$ cat src/rtl/fpa_pkg.sv
// ----------------------------------------------------------------------------
// Fixed pool allocator package
// Shared widths, operation and status codes, and the free-list command type.
// ----------------------------------------------------------------------------
`default_nettype none

package fpa_pkg;

    localparam int SLOTS  = 64;
    localparam int SLOT_W = 6;
    localparam int CNT_W  = 7;

    typedef enum logic {
        FUNC_ALLOC = 1'b0,
        FUNC_FREE  = 1'b1
    } func_t;

    typedef enum logic [1:0] {
        STATUS_OK         = 2'd0,
        STATUS_EXHAUSTED  = 2'd1,
        STATUS_NOT_IN_USE = 2'd2
    } status_t;

    // Command from the allocator datapath to the free list.
    typedef struct packed {
        logic              push;
        logic              pop;
        logic [SLOT_W-1:0] slot;
    } stk_cmd_t;

endpackage

`default_nettype wire

$ cat src/rtl/fpa_ram.sv
// ----------------------------------------------------------------------------
// Generic RAM
// One write port and one read port, read data registered.
// ----------------------------------------------------------------------------
`default_nettype none

module fpa_ram #(
    parameter int WIDTH = 8,
    parameter int DEPTH = 64
) (
    input  wire logic                     clk,
    input  wire logic                     we,
    input  wire logic [$clog2(DEPTH)-1:0] waddr,
    input  wire logic [WIDTH-1:0]         wdata,
    input  wire logic [$clog2(DEPTH)-1:0] raddr,
    output logic      [WIDTH-1:0]         rdata
);

    logic [WIDTH-1:0] mem [DEPTH];

    always_ff @(posedge clk)
    begin
        if (we)
        begin
            mem[waddr] <= wdata;
        end
        rdata <= mem[raddr];
    end

endmodule

`default_nettype wire

$ cat src/rtl/fpa_stack.sv
// ----------------------------------------------------------------------------
// Free-slot stack
// LIFO of free slot numbers. The top entry lives in a register, the entries
// below it in a RAM whose next-to-top word is always prefetched.
// ----------------------------------------------------------------------------
`default_nettype none

module fpa_stack (
    input  wire logic                         clk,
    input  wire logic                         rst_n,
    input  wire logic                         reinit,
    input  wire logic [fpa_pkg::CNT_W-1:0]    reinit_size,
    input  wire fpa_pkg::stk_cmd_t            cmd,
    output logic      [fpa_pkg::CNT_W-1:0]    count,
    output logic      [fpa_pkg::SLOT_W-1:0]   top
);

    import fpa_pkg::*;

    logic [CNT_W-1:0]  cnt_reg, cnt_next;
    logic [SLOT_W-1:0] top_reg, top_next;
    logic [CNT_W-1:0]  low_reg, low_next;
    logic              byp_vld_reg, byp_vld_next;
    logic [SLOT_W-1:0] byp_reg, byp_next;
    logic              ident_reg, ident_next;

    logic [SLOT_W-1:0] ram_q;
    logic [SLOT_W-1:0] below;
    logic [CNT_W-1:0]  cnt_m1;
    logic [CNT_W-1:0]  cnt_m2;
    logic [CNT_W-1:0]  rd_pos;
    logic              wr_en;

    // The low mark is the smallest depth seen since the pool was set up.
    // Every stack position at or above one below it has been written back
    // by a push; positions further down still hold their initial value,
    // which equals the position itself.
    assign cnt_m1 = cnt_reg - CNT_W'(1);
    assign cnt_m2 = cnt_reg - CNT_W'(2);

    always_comb
    begin
        if (byp_vld_reg)
        begin
            below = byp_reg;
        end
        else if (ident_reg)
        begin
            below = cnt_m2[SLOT_W-1:0];
        end
        else
        begin
            below = ram_q;
        end
    end

    always_comb
    begin
        cnt_next     = cnt_reg;
        top_next     = top_reg;
        byp_vld_next = 1'b0;
        byp_next     = top_reg;
        wr_en        = 1'b0;
        if (reinit)
        begin
            cnt_next = reinit_size;
            top_next = SLOT_W'(reinit_size - CNT_W'(1));
        end
        else if (cmd.pop)
        begin
            cnt_next = cnt_m1;
            top_next = below;
        end
        else if (cmd.push)
        begin
            // Spill the old top into the RAM and keep a copy, since the RAM
            // returns the old word when read and write hit the same address.
            cnt_next     = cnt_reg + CNT_W'(1);
            top_next     = cmd.slot;
            byp_vld_next = 1'b1;
            wr_en        = (cnt_reg != '0);
        end
    end

    always_comb
    begin
        if (reinit)
        begin
            low_next   = reinit_size;
            ident_next = 1'b1;
        end
        else
        begin
            low_next   = (cnt_next < low_reg) ? cnt_next : low_reg;
            ident_next = (low_next == cnt_next);
        end
    end

    assign rd_pos = cnt_next - CNT_W'(2);

    fpa_ram #(
        .WIDTH (SLOT_W),
        .DEPTH (SLOTS)
    ) u_ram (
        .clk   (clk),
        .we    (wr_en),
        .waddr (cnt_m1[SLOT_W-1:0]),
        .wdata (top_reg),
        .raddr (rd_pos[SLOT_W-1:0]),
        .rdata (ram_q)
    );

    always_ff @(posedge clk or negedge rst_n)
    begin
        if (!rst_n)
        begin
            cnt_reg     <= CNT_W'(SLOTS);
            top_reg     <= SLOT_W'(SLOTS - 1);
            low_reg     <= CNT_W'(SLOTS);
            byp_vld_reg <= 1'b0;
            ident_reg   <= 1'b1;
        end
        else
        begin
            cnt_reg     <= cnt_next;
            top_reg     <= top_next;
            low_reg     <= low_next;
            byp_vld_reg <= byp_vld_next;
            ident_reg   <= ident_next;
        end
    end

    always_ff @(posedge clk)
    begin
        byp_reg <= byp_next;
    end

    assign count = cnt_reg;
    assign top   = top_reg;

endmodule

`default_nettype wire

$ cat src/rtl/fixed_pool_allocator.sv
// ----------------------------------------------------------------------------
// Fixed pool allocator
// Hands out fixed-size buffer slots by index from a LIFO free list.
// ----------------------------------------------------------------------------
// An operation (func: allocate or free, slot_index) is taken when start is
// high and busy is low. It is registered, processed in the following cycle,
// and its result is shown in the cycle after that: done is high for exactly
// one cycle with status, granted_slot, free_count and high_water.
// One operation is taken every cycle while busy is low; the free-list stack
// holds its top entry in a register and prefetches the entry below it from
// its RAM, so back-to-back pops and pushes need no stall.
// The pool size register is written over the cfg channel (cfg_valid,
// cfg_ready, cfg_data). A write returns every slot to the free list in
// ascending order and clears the in-use map and the high-water mark. busy
// is high while a write is offered, and cfg_ready is low while an operation
// is still registered, so the two never overlap.
// Reset puts the pool in the same state as a write of 64 slots; no sweep
// over the RAM is needed. The receiver cannot stall: each result is shown
// for one cycle only.
// ----------------------------------------------------------------------------
`default_nettype none

module fixed_pool_allocator (
    input  wire logic                        clk,
    input  wire logic                        rst_n,
    input  wire logic                        start,
    output logic                             busy,
    input  wire logic                        func,
    input  wire logic [fpa_pkg::SLOT_W-1:0]  slot_index,
    output logic                             done,
    output logic      [1:0]                  status,
    output logic      [fpa_pkg::SLOT_W-1:0]  granted_slot,
    output logic      [fpa_pkg::CNT_W-1:0]   free_count,
    output logic      [fpa_pkg::CNT_W-1:0]   high_water,
    input  wire logic                        cfg_valid,
    output logic                             cfg_ready,
    input  wire logic [fpa_pkg::CNT_W-1:0]   cfg_data
);

    import fpa_pkg::*;

    logic              op_vld_reg;
    logic              func_reg;
    logic [SLOT_W-1:0] idx_reg;

    logic [CNT_W-1:0]  pool_size_reg, pool_size_next;
    logic [SLOTS-1:0]  slot_busy_reg, slot_busy_next;
    logic [CNT_W-1:0]  peak_reg, peak_next;

    logic              done_reg;
    status_t           status_reg, status_next;
    logic [SLOT_W-1:0] granted_reg, granted_next;
    logic [CNT_W-1:0]  free_cnt_reg, free_cnt_next;

    logic              cfg_fire;
    logic [CNT_W-1:0]  size_clamped;
    logic              is_alloc, is_free;
    logic              alloc_ok, free_ok;
    logic [CNT_W-1:0]  in_use;
    stk_cmd_t          stk_cmd;
    logic [CNT_W-1:0]  stk_count;
    logic [SLOT_W-1:0] stk_top;

    assign cfg_ready = ~op_vld_reg;
    assign cfg_fire  = cfg_valid & cfg_ready;
    assign busy      = cfg_valid;

    always_comb
    begin
        if (cfg_data == '0)
        begin
            size_clamped = CNT_W'(1);
        end
        else if (cfg_data > CNT_W'(SLOTS))
        begin
            size_clamped = CNT_W'(SLOTS);
        end
        else
        begin
            size_clamped = cfg_data;
        end
    end

    assign is_alloc = op_vld_reg & (func_reg == FUNC_ALLOC);
    assign is_free  = op_vld_reg & (func_reg == FUNC_FREE);
    assign alloc_ok = is_alloc & (stk_count != '0);
    // A slot outside the pool is never marked in use, but the range check
    // keeps a stale map bit from counting.
    assign free_ok  = is_free & ({1'b0, idx_reg} < pool_size_reg) &
                      slot_busy_reg[idx_reg] & (stk_count < CNT_W'(SLOTS));

    assign stk_cmd.pop  = alloc_ok;
    assign stk_cmd.push = free_ok;
    assign stk_cmd.slot = idx_reg;

    always_comb
    begin
        status_next    = STATUS_OK;
        granted_next   = '0;
        free_cnt_next  = stk_count;
        slot_busy_next = slot_busy_reg;
        peak_next      = peak_reg;
        pool_size_next = pool_size_reg;
        in_use         = pool_size_reg - stk_count;
        if (cfg_fire)
        begin
            pool_size_next = size_clamped;
            slot_busy_next = '0;
            peak_next      = '0;
        end
        else if (alloc_ok)
        begin
            granted_next            = stk_top;
            free_cnt_next           = stk_count - CNT_W'(1);
            in_use                  = pool_size_reg - free_cnt_next;
            slot_busy_next[stk_top] = 1'b1;
            if (in_use > peak_reg)
            begin
                peak_next = in_use;
            end
        end
        else if (free_ok)
        begin
            free_cnt_next           = stk_count + CNT_W'(1);
            slot_busy_next[idx_reg] = 1'b0;
        end
        else if (is_alloc)
        begin
            status_next = STATUS_EXHAUSTED;
        end
        else if (is_free)
        begin
            status_next = STATUS_NOT_IN_USE;
        end
    end

    fpa_stack u_stack (
        .clk         (clk),
        .rst_n       (rst_n),
        .reinit      (cfg_fire),
        .reinit_size (size_clamped),
        .cmd         (stk_cmd),
        .count       (stk_count),
        .top         (stk_top)
    );

    always_ff @(posedge clk or negedge rst_n)
    begin
        if (!rst_n)
        begin
            op_vld_reg    <= 1'b0;
            done_reg      <= 1'b0;
            pool_size_reg <= CNT_W'(SLOTS);
            slot_busy_reg <= '0;
            peak_reg      <= '0;
        end
        else
        begin
            op_vld_reg    <= start & ~busy;
            done_reg      <= op_vld_reg;
            pool_size_reg <= pool_size_next;
            slot_busy_reg <= slot_busy_next;
            peak_reg      <= peak_next;
        end
    end

    always_ff @(posedge clk)
    begin
        func_reg     <= func;
        idx_reg      <= slot_index;
        status_reg   <= status_next;
        granted_reg  <= granted_next;
        free_cnt_reg <= free_cnt_next;
    end

    assign done         = done_reg;
    assign status       = status_reg;
    assign granted_slot = granted_reg;
    assign free_count   = free_cnt_reg;
    assign high_water   = peak_reg;

endmodule

`default_nettype wire
$ cat config.mk
export PLATFORM = sky130hd
export DESIGN_NAME = fixed_pool_allocator
export DESIGN_NICKNAME = d
export VERILOG_FILES = /design/src/rtl/fpa_pkg.sv /design/src/rtl/fpa_ram.sv /design/src/rtl/fpa_stack.sv /design/src/rtl/fixed_pool_allocator.sv
export SDC_FILE = /design/constraint.sdc
export NUM_CORES = 1
export LEC_CHECK = 0
export ABC_AREA = 1
export BUFFER_PORTS_ARGS = -buffer_cell sky130_fd_sc_hd__buf_4
export CAP_MARGIN = 5
export CORE_MARGIN = 2
export CORE_UTILIZATION = 50
export DETAILED_ROUTE_END_ITERATION = 16
export GPL_ROUTABILITY_DRIVEN = 0
export PLACE_DENSITY = 0.75
export SYNTH_ARGS = -nofsm -noshare
export SYNTH_HDL_FRONTEND = slang
export SYNTH_SLANG_ARGS = --single-unit
export TNS_END_PERCENT = 5
$ cat constraint.sdc
create_clock -name clk -period 12.66 [get_ports clk]
set_clock_uncertainty 0.05 [all_clocks]
set_input_delay 0.633 -clock clk [delete_from_list [all_inputs] [get_ports clk]]
set_output_delay 0.633 -clock clk [all_outputs]
set_load 0.02 [all_outputs]
==> qor.yml, run 1 <==
critical_path:
  crit_type: "reg -> reg"
  worst_path_max_delay_cell: "nand2_8"
  path_max_fanout: 102
  critPathMostFrequentCell: "nand2_1"
  required_ps: 13120
  cp.arrival_ps: 6950
  cp_cell_sequence: "buf_4 > inv_4 > nand2_1 > nand2_1 > nand2_1 > nand2_1 > nand2_1 > nand2_1 > nand2_1 > nand2_1 > nor2_1 > nand3_2 > nand3_1 > nand3_4 > nand2_8 > buf_4 > nand2_1 > nand3_1 > nand3_1 > nand3_1 > nand3_1 > nand3_1 > nand2_1"
  path_delay_family: "simple AND/OR/NAND/NOR gates"
  setup.worst_path.start_class: "flop"
  max_stage_delay_ps: 990
  crit_buf_inv: 3
  reg2reg_depth: 23
  end_kind: "flop"
  cp.depth: 23
yosys:
  synthFlopType: "edfxtp_1"
  synthDistinctLibCells: 50
  synthesis.nets: 2705
  ys_ff_latch: 520
  synthesis.area_um2: 25300
  yosysSeqAreaShare_pct: 58.4
  synthCells: 2654
  syn_avg_cell_area_um2: 9.54
  ys_warn_count: 0
  synth_edf_count: 384
  async_flop_share_pct: 19.6
placement:
  dpl.hpwl_um: 40200
  port_buffers: 42
  placed_area_um2: 25800
die:
  die-area_um2: 52500
  die_w_um: 229
  initial_core_util_pct: 50.6
  core-area_um2: 50100
  die_h_um: 229
  io_pins: 43
  rows: 82
clock_network:
  cts.repair.resized: 0
  insertion_delay_ps: 620
  root_buffer: "clkbuf_16"
  clockBufferDepth: 3
  cts_hold_buf: 1
  post-cts-setup-buffers: 0
  ctsHtreeMaxLevel: 2
  clkTransAtPathRegs_ps: 60
  cts_inserted_buffers: 52
  cts_tree: "done"
  cts.sinks: 520
grt:
  global_route.overflow_total: 0
  antenna_found_initial: 2
  grt_pass1_vias: 18500
  grt_pass1_wl_um: 106000
  grt_max_degree: 110
  grtUsageTotal_pct: 25.5
detailed_routing:
  drt-wirelength-per-cell_um: 20.3
  finalWirelength_um: 67600
  drt-initial-drc-count: 2859
  via_count: 19800
  antenna_left: 0
  vias_per_cell: 5.94
  dr.pass1.iters: 5
  drc: 0
sta:
  period_share_pct: 51.2
  setup_viol: 0
  whs_ps: 67.2
  tightest_slew_ps: 1230
  fin_crit_ps: 6490
  finalHoldViolCount: 0
  grt_setup_unrepaired: "no"
  fmax_mhz: 154
  drv_slew: 0
  totalNegativeSetupSlack_ps: 0
  slew_headroom_pct: 18.1
finish:
  area_growth_pct: 9.22
  multi_input_area_um2: 8470
  final_layout_size_suffix_gt1_share_pct: 7.27
  fin_area_um2: 27700
  n_fill_cell: 4303
  fin_util_pct: 55.2
  largest_reg_flops: 384
  seq_area_um2: 14800
  finalNetCount: 2662
hold_path:
  hp-class: "in -> reg"
  holdPathStages: 1
pwr:
  ir_worst_vdd_uv: 144
  p_per_area_nw_per_um2: 174
  leakage_uw: 0.0111
run:
  drv_cap: 0
outcome:
  status: "finished, final reports clean"
## worst register-to-register path, cell delays in order (launching register included)
cell,delay [ps]
dfxtp_2,310
buf_4,580
inv_4,470
nand2_1,200
nand2_1,60
nand2_1,60
nand2_1,60
nand2_1,50
nand2_1,50
nand2_1,60
nand2_1,50
nor2_1,130
nand3_2,310
nand3_1,240
nand3_4,840
nand2_8,1090
buf_4,870
nand2_1,130
nand3_1,110
nand3_1,190
nand3_1,210
nand3_1,130
nand3_1,80
nand2_1,50
## cell usage in the layout (no fill, tap or decap), drive strengths merged, types with 69 or more instances in the layout
cell type and count:
nand2 482, nand3 468, edfxtp 384, inv 345
nand3b 127, o21ai 127, nor2 118, dfrtp 92
a21oi 83, clkbuf 74, o22ai 69
## cell type report
| type | instances | share of cell area (%) |
|---|---|---|
| antenna | 1 | 0.00905 |
| clock inverter | 24 | 1.23 |
| tap | 672 | 3.04 |
| timing repair buffer | 62 | 1.69 |
| clock buffer | 74 | 5.26 |
| multi-input combinational | 1631 | 30.6 |
| inverter | 344 | 4.70 |
| sequential | 520 | 53.4 |
## layer usage
layer	routed length (um)	global-route usage, %	part of all wire, %	vias up
met3	7060	4.59	10	168
met5	51	0	0.075	-
met1	27700	36.7	41	9416
li1	-	-	-	9024
met4	2220	9.40	3.3	2
met2	30500	38.7	45	1170
## Yosys cell counts (34+ instances only)
cell      instances  share of area [%]
dfrtp_1          92                9.1
a21oi_1          83                1.6
dfxtp_1          34                2.7
a31oi_1          65                1.6
nor2_1          115                1.7
clkbuf_1         71                1.1
buf_2            54                1.1
nand3b_1        127                3.8
nand3_1         465                9.2
o22ai_1          69                1.7
nand2_1         470                7.0
o21ai_0         118                2.3
edfxtp_1        384                 46
inv_1           331                4.9
## worst paths after layout
| kind | slack (ps) | end | from |
|---|---|---|---|
| max in group asynchronous | 10780 | u_stack.count[3] | rst_n |
| setup reg to reg | 6170 | u_stack.u_ram.rdata[3] | idx_reg[0] |
| hold / removal | 70 | idx_reg[4] | slot_index[4] |
| min in group asynchronous | 500 | slot_busy_reg[44] | rst_n |
| hold reg to reg | 370 | done | op_vld_reg |
| setup / recovery | 6170 | u_stack.u_ram.rdata[3] | idx_reg[0] |
## per-stage QoR
step | setup WS (ps) | instances | total power (uW)
after global placement | 6470 | 3228 | 3170
after floorplan | 8650 | 2654 | 2810
after detailed placement | 6430 | 3228 | 3190
final | 6170 | 3328 | 4820
after global routing | 5730 | 3327 | 5010
after CTS | 6400 | 3327 | 4800
## logic make-up after synthesis
family                   after synthesis  synth area share [%]
buffers and inverters                503                  8.33
AO/OA/AOI/OAI                        364                  8.12
AND/OR/NAND/NOR                     1217                  22.9
flip-flops                           520                  58.4
adder cells (fa/ha/maj)               33                  1.66
XOR/XNOR                              17                 0.647
## power breakdown
group	leakage [uW]	switching, uW	internal, uW
Combinational	0.00514	855	318
Clock	0.000867	661	964
Sequential	0.00511	60.9	1960
Total	0.0111	1580	3240
(Power assumes the default switching activity.)
==> run 2, diff against run 1 <==
--- a/config.mk
+++ b/config.mk
@@ -5,7 +5,7 @@
 export SDC_FILE = /design/constraint.sdc
 export NUM_CORES = 1
 export LEC_CHECK = 0
-export ABC_AREA = 1
+export ABC_AREA = 0
 export BUFFER_PORTS_ARGS = -buffer_cell sky130_fd_sc_hd__buf_4
 export CAP_MARGIN = 5
 export CORE_MARGIN = 2
==> constraint.sdc (replaced) <==
create_clock -name clk -period 6.7 [get_ports clk]
set_clock_uncertainty 0.05 [all_clocks]
set_input_delay 0.335 -clock clk [delete_from_list [all_inputs] [get_ports clk]]
set_output_delay 0.335 -clock clk [all_outputs]
set_load 0.02 [all_outputs]
==> qor.yml, run 2 <==
clock_network:
  cts.sinks: 520  # unchanged
  cts_inserted_buffers: 54  # was 52
  root_buffer: "clkbuf_16"  # unchanged
  cts_tree: "done"  # unchanged
  insertion_delay_ps: 640  # was 620 ps
  clkTransAtPathRegs_ps: 60  # about the same
  clockBufferDepth: 3  # unchanged
  post-cts-setup-buffers: 0  # unchanged
  ctsHtreeMaxLevel: 2  # unchanged
yosys:
  synthDistinctLibCells: 86  # was 50
  yosys-top-cells-area: "edfxtp_1, dfrtp_1, mux2i_1, nand2_1, dfxtp_1"  # was edfxtp_1, nand3_1, dfrtp_1, nand2_1, inv_1
  synthCells: 1931  # was 2654
  ys_warn_count: 0  # unchanged
  synthesis.area_um2: 23600  # was 25300 um^2
  yosysMostFrequentCell: "edfxtp_1"  # was nand2_1
  yosysSeqAreaShare_pct: 62.5  # was 58.4%
  synthesis.nets: 1982  # was 2705
  synth_top_area_share_pct: 48.8  # was 45.5%
  syn_avg_cell_area_um2: 12.2  # was 9.54 um^2
  synthFlopType: "edfxtp_1"  # unchanged
  async_flop_share_pct: 19.6  # unchanged
  synth_edf_count: 384  # unchanged
  synth.top_cells.by_count: "edfxtp_1, nand2_1, nor2_1"  # was nand2_1, nand3_1, edfxtp_1
  synth_top_area_cell: "edfxtp_1"  # unchanged
  ys_ff_latch: 520  # unchanged
detailed_routing:
  antenna_left: 0  # unchanged
  via_count: 16900  # was 19800
  vias_per_cell: 6.54  # was 5.94
  drt-initial-drc-count: 2396  # was 2859
  dr.pass1.iters: 7  # was 5
  drc: 0  # unchanged
  drt-wirelength-per-cell_um: 24.0  # was 20.3 um
  finalWirelength_um: 62000  # was 67600 um
sta:
  fin_crit_ps: 6200  # was 6490 ps
  totalNegativeSetupSlack_ps: 0  # unchanged
  fmax_mhz: 161  # was 154 MHz
  period_share_pct: 92.5  # was 51.2%
  whs_ps: 60.1  # was 67.2 ps
  grt_setup_unrepaired: "no"  # unchanged
  drv_slew: 0  # unchanged
  slew_headroom_pct: 18.9  # was 18.1%
  setup_viol: 0  # unchanged
  tightest_slew_ps: 1210  # was 1230 ps
  finalHoldViolCount: 0  # unchanged
pwr:
  p_int_uw: 6130  # was 3240 uW
  total_power_uw: 8910  # was 4820 uW
  leakage_uw: 0.00912  # was 0.0111 uW
  pwr-share-seq_pct: 42.5  # was 42.0%
  p_switching_uw: 2780  # was 1580 uW
  swShare_pct: 31.2  # was 32.7%
  ir_worst_vdd_uv: 308  # was 144 uV
  clkPwrFrac_pct: 34.8  # was 33.7%
  p_per_area_nw_per_um2: 339  # was 174 nW/um^2
  combPwrFrac_pct: 22.7  # was 24.3%
die:
  io_pins: 43  # unchanged
  rows: 79  # was 82
  initial_core_util_pct: 50.8  # was 50.6%
  die-area_um2: 49000  # was 52500 um^2
  core-area_um2: 46600  # was 50100 um^2
  die_w_um: 221  # was 229 um
  die_h_um: 221  # was 229 um
critical_path:
  cp.arrival_ps: 6660  # was 6950 ps
  crit_type: "reg -> reg"  # unchanged
  rrSetupSlack_ps: 500  # was 6170 ps
  worst_path_max_delay_cell: "dfxtp_1"  # was nand2_8
  crit_buf_inv: 3  # unchanged
  path_max_fanout: 33  # was 102
  setup.worst_path.start_class: "flop"  # unchanged
  required_ps: 7160  # was 13120 ps
  cp_cell_sequence: "buf_4 > mux4_2 > o21bai_2 > nand4_2 > o21ai_4 > o21ai_4 > inv_2 > ha_1 > buf_4 > nor2_1 > a221o_1 > a221o_1 > a22oi_1 > a21boi_0 > or4_1"  # was buf_4 > inv_4 > nand2_1 > nand2_1 > nand2_1 > nand2_1 > nand2_1 > nand2_1 > nand2_1 > nand2_1 > nor2_1 > nand3_2 > nand3_1 > nand3_4 > nand2_8 > buf_4 > nand2_1 > nand3_1 > nand3_1 > nand3_1 > nand3_1 > nand3_1 > nand2_1
  max_stage_delay_ps: 1060  # was 990 ps
  end_kind: "flop"  # unchanged
  path_delay_family: "compound AO/OA/AOI/OAI gates"  # was simple AND/OR/NAND/NOR gates
finish:
  seq_area_um2: 14800  # about the same
  fin_area_um2: 26300  # was 27700 um^2
  final_layout_size_suffix_gt1_share_pct: 10.3  # was 7.27%
  area_growth_pct: 11.1  # was 9.22%
  fin_util_pct: 56.4  # was 55.2%
  finalNetCount: 1983  # was 2662
  largest_reg_flops: 384  # unchanged
  most-common-layout-cells: "edfxtp_1, nand2_1, nor2_1"  # was nand2_1, nand3_1, edfxtp_1
  multi_input_area_um2: 8050  # was 8470 um^2
  diodes: 0  # was 1
  final_common_cell: "edfxtp_1"  # was nand2_1
  n_fill_cell: 3676  # was 4303
outcome:
  status: "finished, final reports clean"  # unchanged
grt:
  grt_max_degree: 160  # was 110
  antenna_found_initial: 1  # was 2
  grtUsageTotal_pct: 24.9  # was 25.5%
  grt_pass1_vias: 16300  # was 18500
  global_route.overflow_total: 0  # unchanged
  grt_pass1_wl_um: 95400  # was 106000 um
run:
  drv_cap: 0  # unchanged
placement:
  dpl.hpwl_um: 37100  # was 40200 um
  placed_area_um2: 24300  # was 25800 um^2
  port_buffers: 42  # unchanged
hold_path:
  hp-class: "in -> reg"  # unchanged
-- run 2: changes by cell type after synthesis, sizes merged, moves of 21 or more --
cell / change
a32oi: +22
o22ai: -53
a31oi: -41
nand3b: -115
buf: -28
nand2: -286
a221oi: +69
mux2i: +82
nand3: -415
inv: -301
o211ai: +60
and3: +21
a21oi: +24
-- run 2: timing repair --
item                                   in CTS  in global routing
hold buffers                               14                  0
endpoints found under the hold margin      37                  0
resized for setup                           0                  0
-- run 2: area by class of cell --
| type | instances | area share, % |
|---|---|---|
| tap | 607 | 2.89 |
| timing repair buffer | 79 | 2.49 |
| inverter | 43 | 0.615 |
| clock buffer | 64 | 5.29 |
| multi-input combinational | 1234 | 30.7 |
| clock inverter | 38 | 1.75 |
| sequential | 520 | 56.3 |
-- run 2: per-stage QoR --
| stage | instances | worst slack (ps) |
|---|---|---|
| final | 2585 | 500 |
| after floorplan | 1931 | 1480 |
| after CTS | 2584 | 624 |
| after global placement | 2468 | 816 |
| after global routing | 2585 | 319 |
| after detailed placement | 2468 | 651 |
-- run 2: metal layers --
metal  vias to the layer above  track usage [%]  wire length [um]
met2                      1035             38.2             28100
met4                         0             10.2              2420
met5                         -                0                 0
met1                      8288             34.4             24800
met3                       162             5.38              6700
li1                       7418                -                 -
-- run 2: cell families after synthesis --
group,count (synthesis),share of synthesized area (%)
flip-flops,520,62.5
buffers and inverters,177,3.49
AO/OA/AOI/OAI,563,16.2
adder cells (fa/ha/maj),33,1.78
multiplexers,103,4.82
XOR/XNOR,29,1.27
AND/OR/NAND/NOR,506,9.87
-- run 2: power by group through the flow --
stage	Clock [uW]	Sequential (uW)	Combinational (uW)
6_report	3100	3780	2020
5_1_grt	3260	3790	2180
4_1_cts	3130	3780	1980
3_5_place_dp	0	3850	1960
3_3_place_gp	0	3840	1910
2_1_floorplan	0	3890	1300
-- run 2: final timing paths --
kind,end,cells after the start,from
setup / recovery,u_stack.u_ram.rdata[4],15,idx_reg[0]
hold / removal,u_stack.top[3],4,cfg_data[2]
setup reg to reg,u_stack.u_ram.rdata[4],15,idx_reg[0]
hold reg to reg,done,0,op_vld_reg
max in group asynchronous,pool_size_reg[5],3,rst_n
min in group asynchronous,slot_busy_reg[46],2,rst_n
-- run 2: worst register-to-register path, stage by stage, from the launching register on --
cell and delay, ps:
dfxtp_1 1060, buf_4 310, mux4_2 510, o21bai_2 240, nand4_2 370, o21ai_4 650, o21ai_4 120, inv_2 100
ha_1 310, buf_4 390, nor2_1 140, a221o_1 580, a221o_1 390, a22oi_1 220, a21boi_0 160, or4_1 480
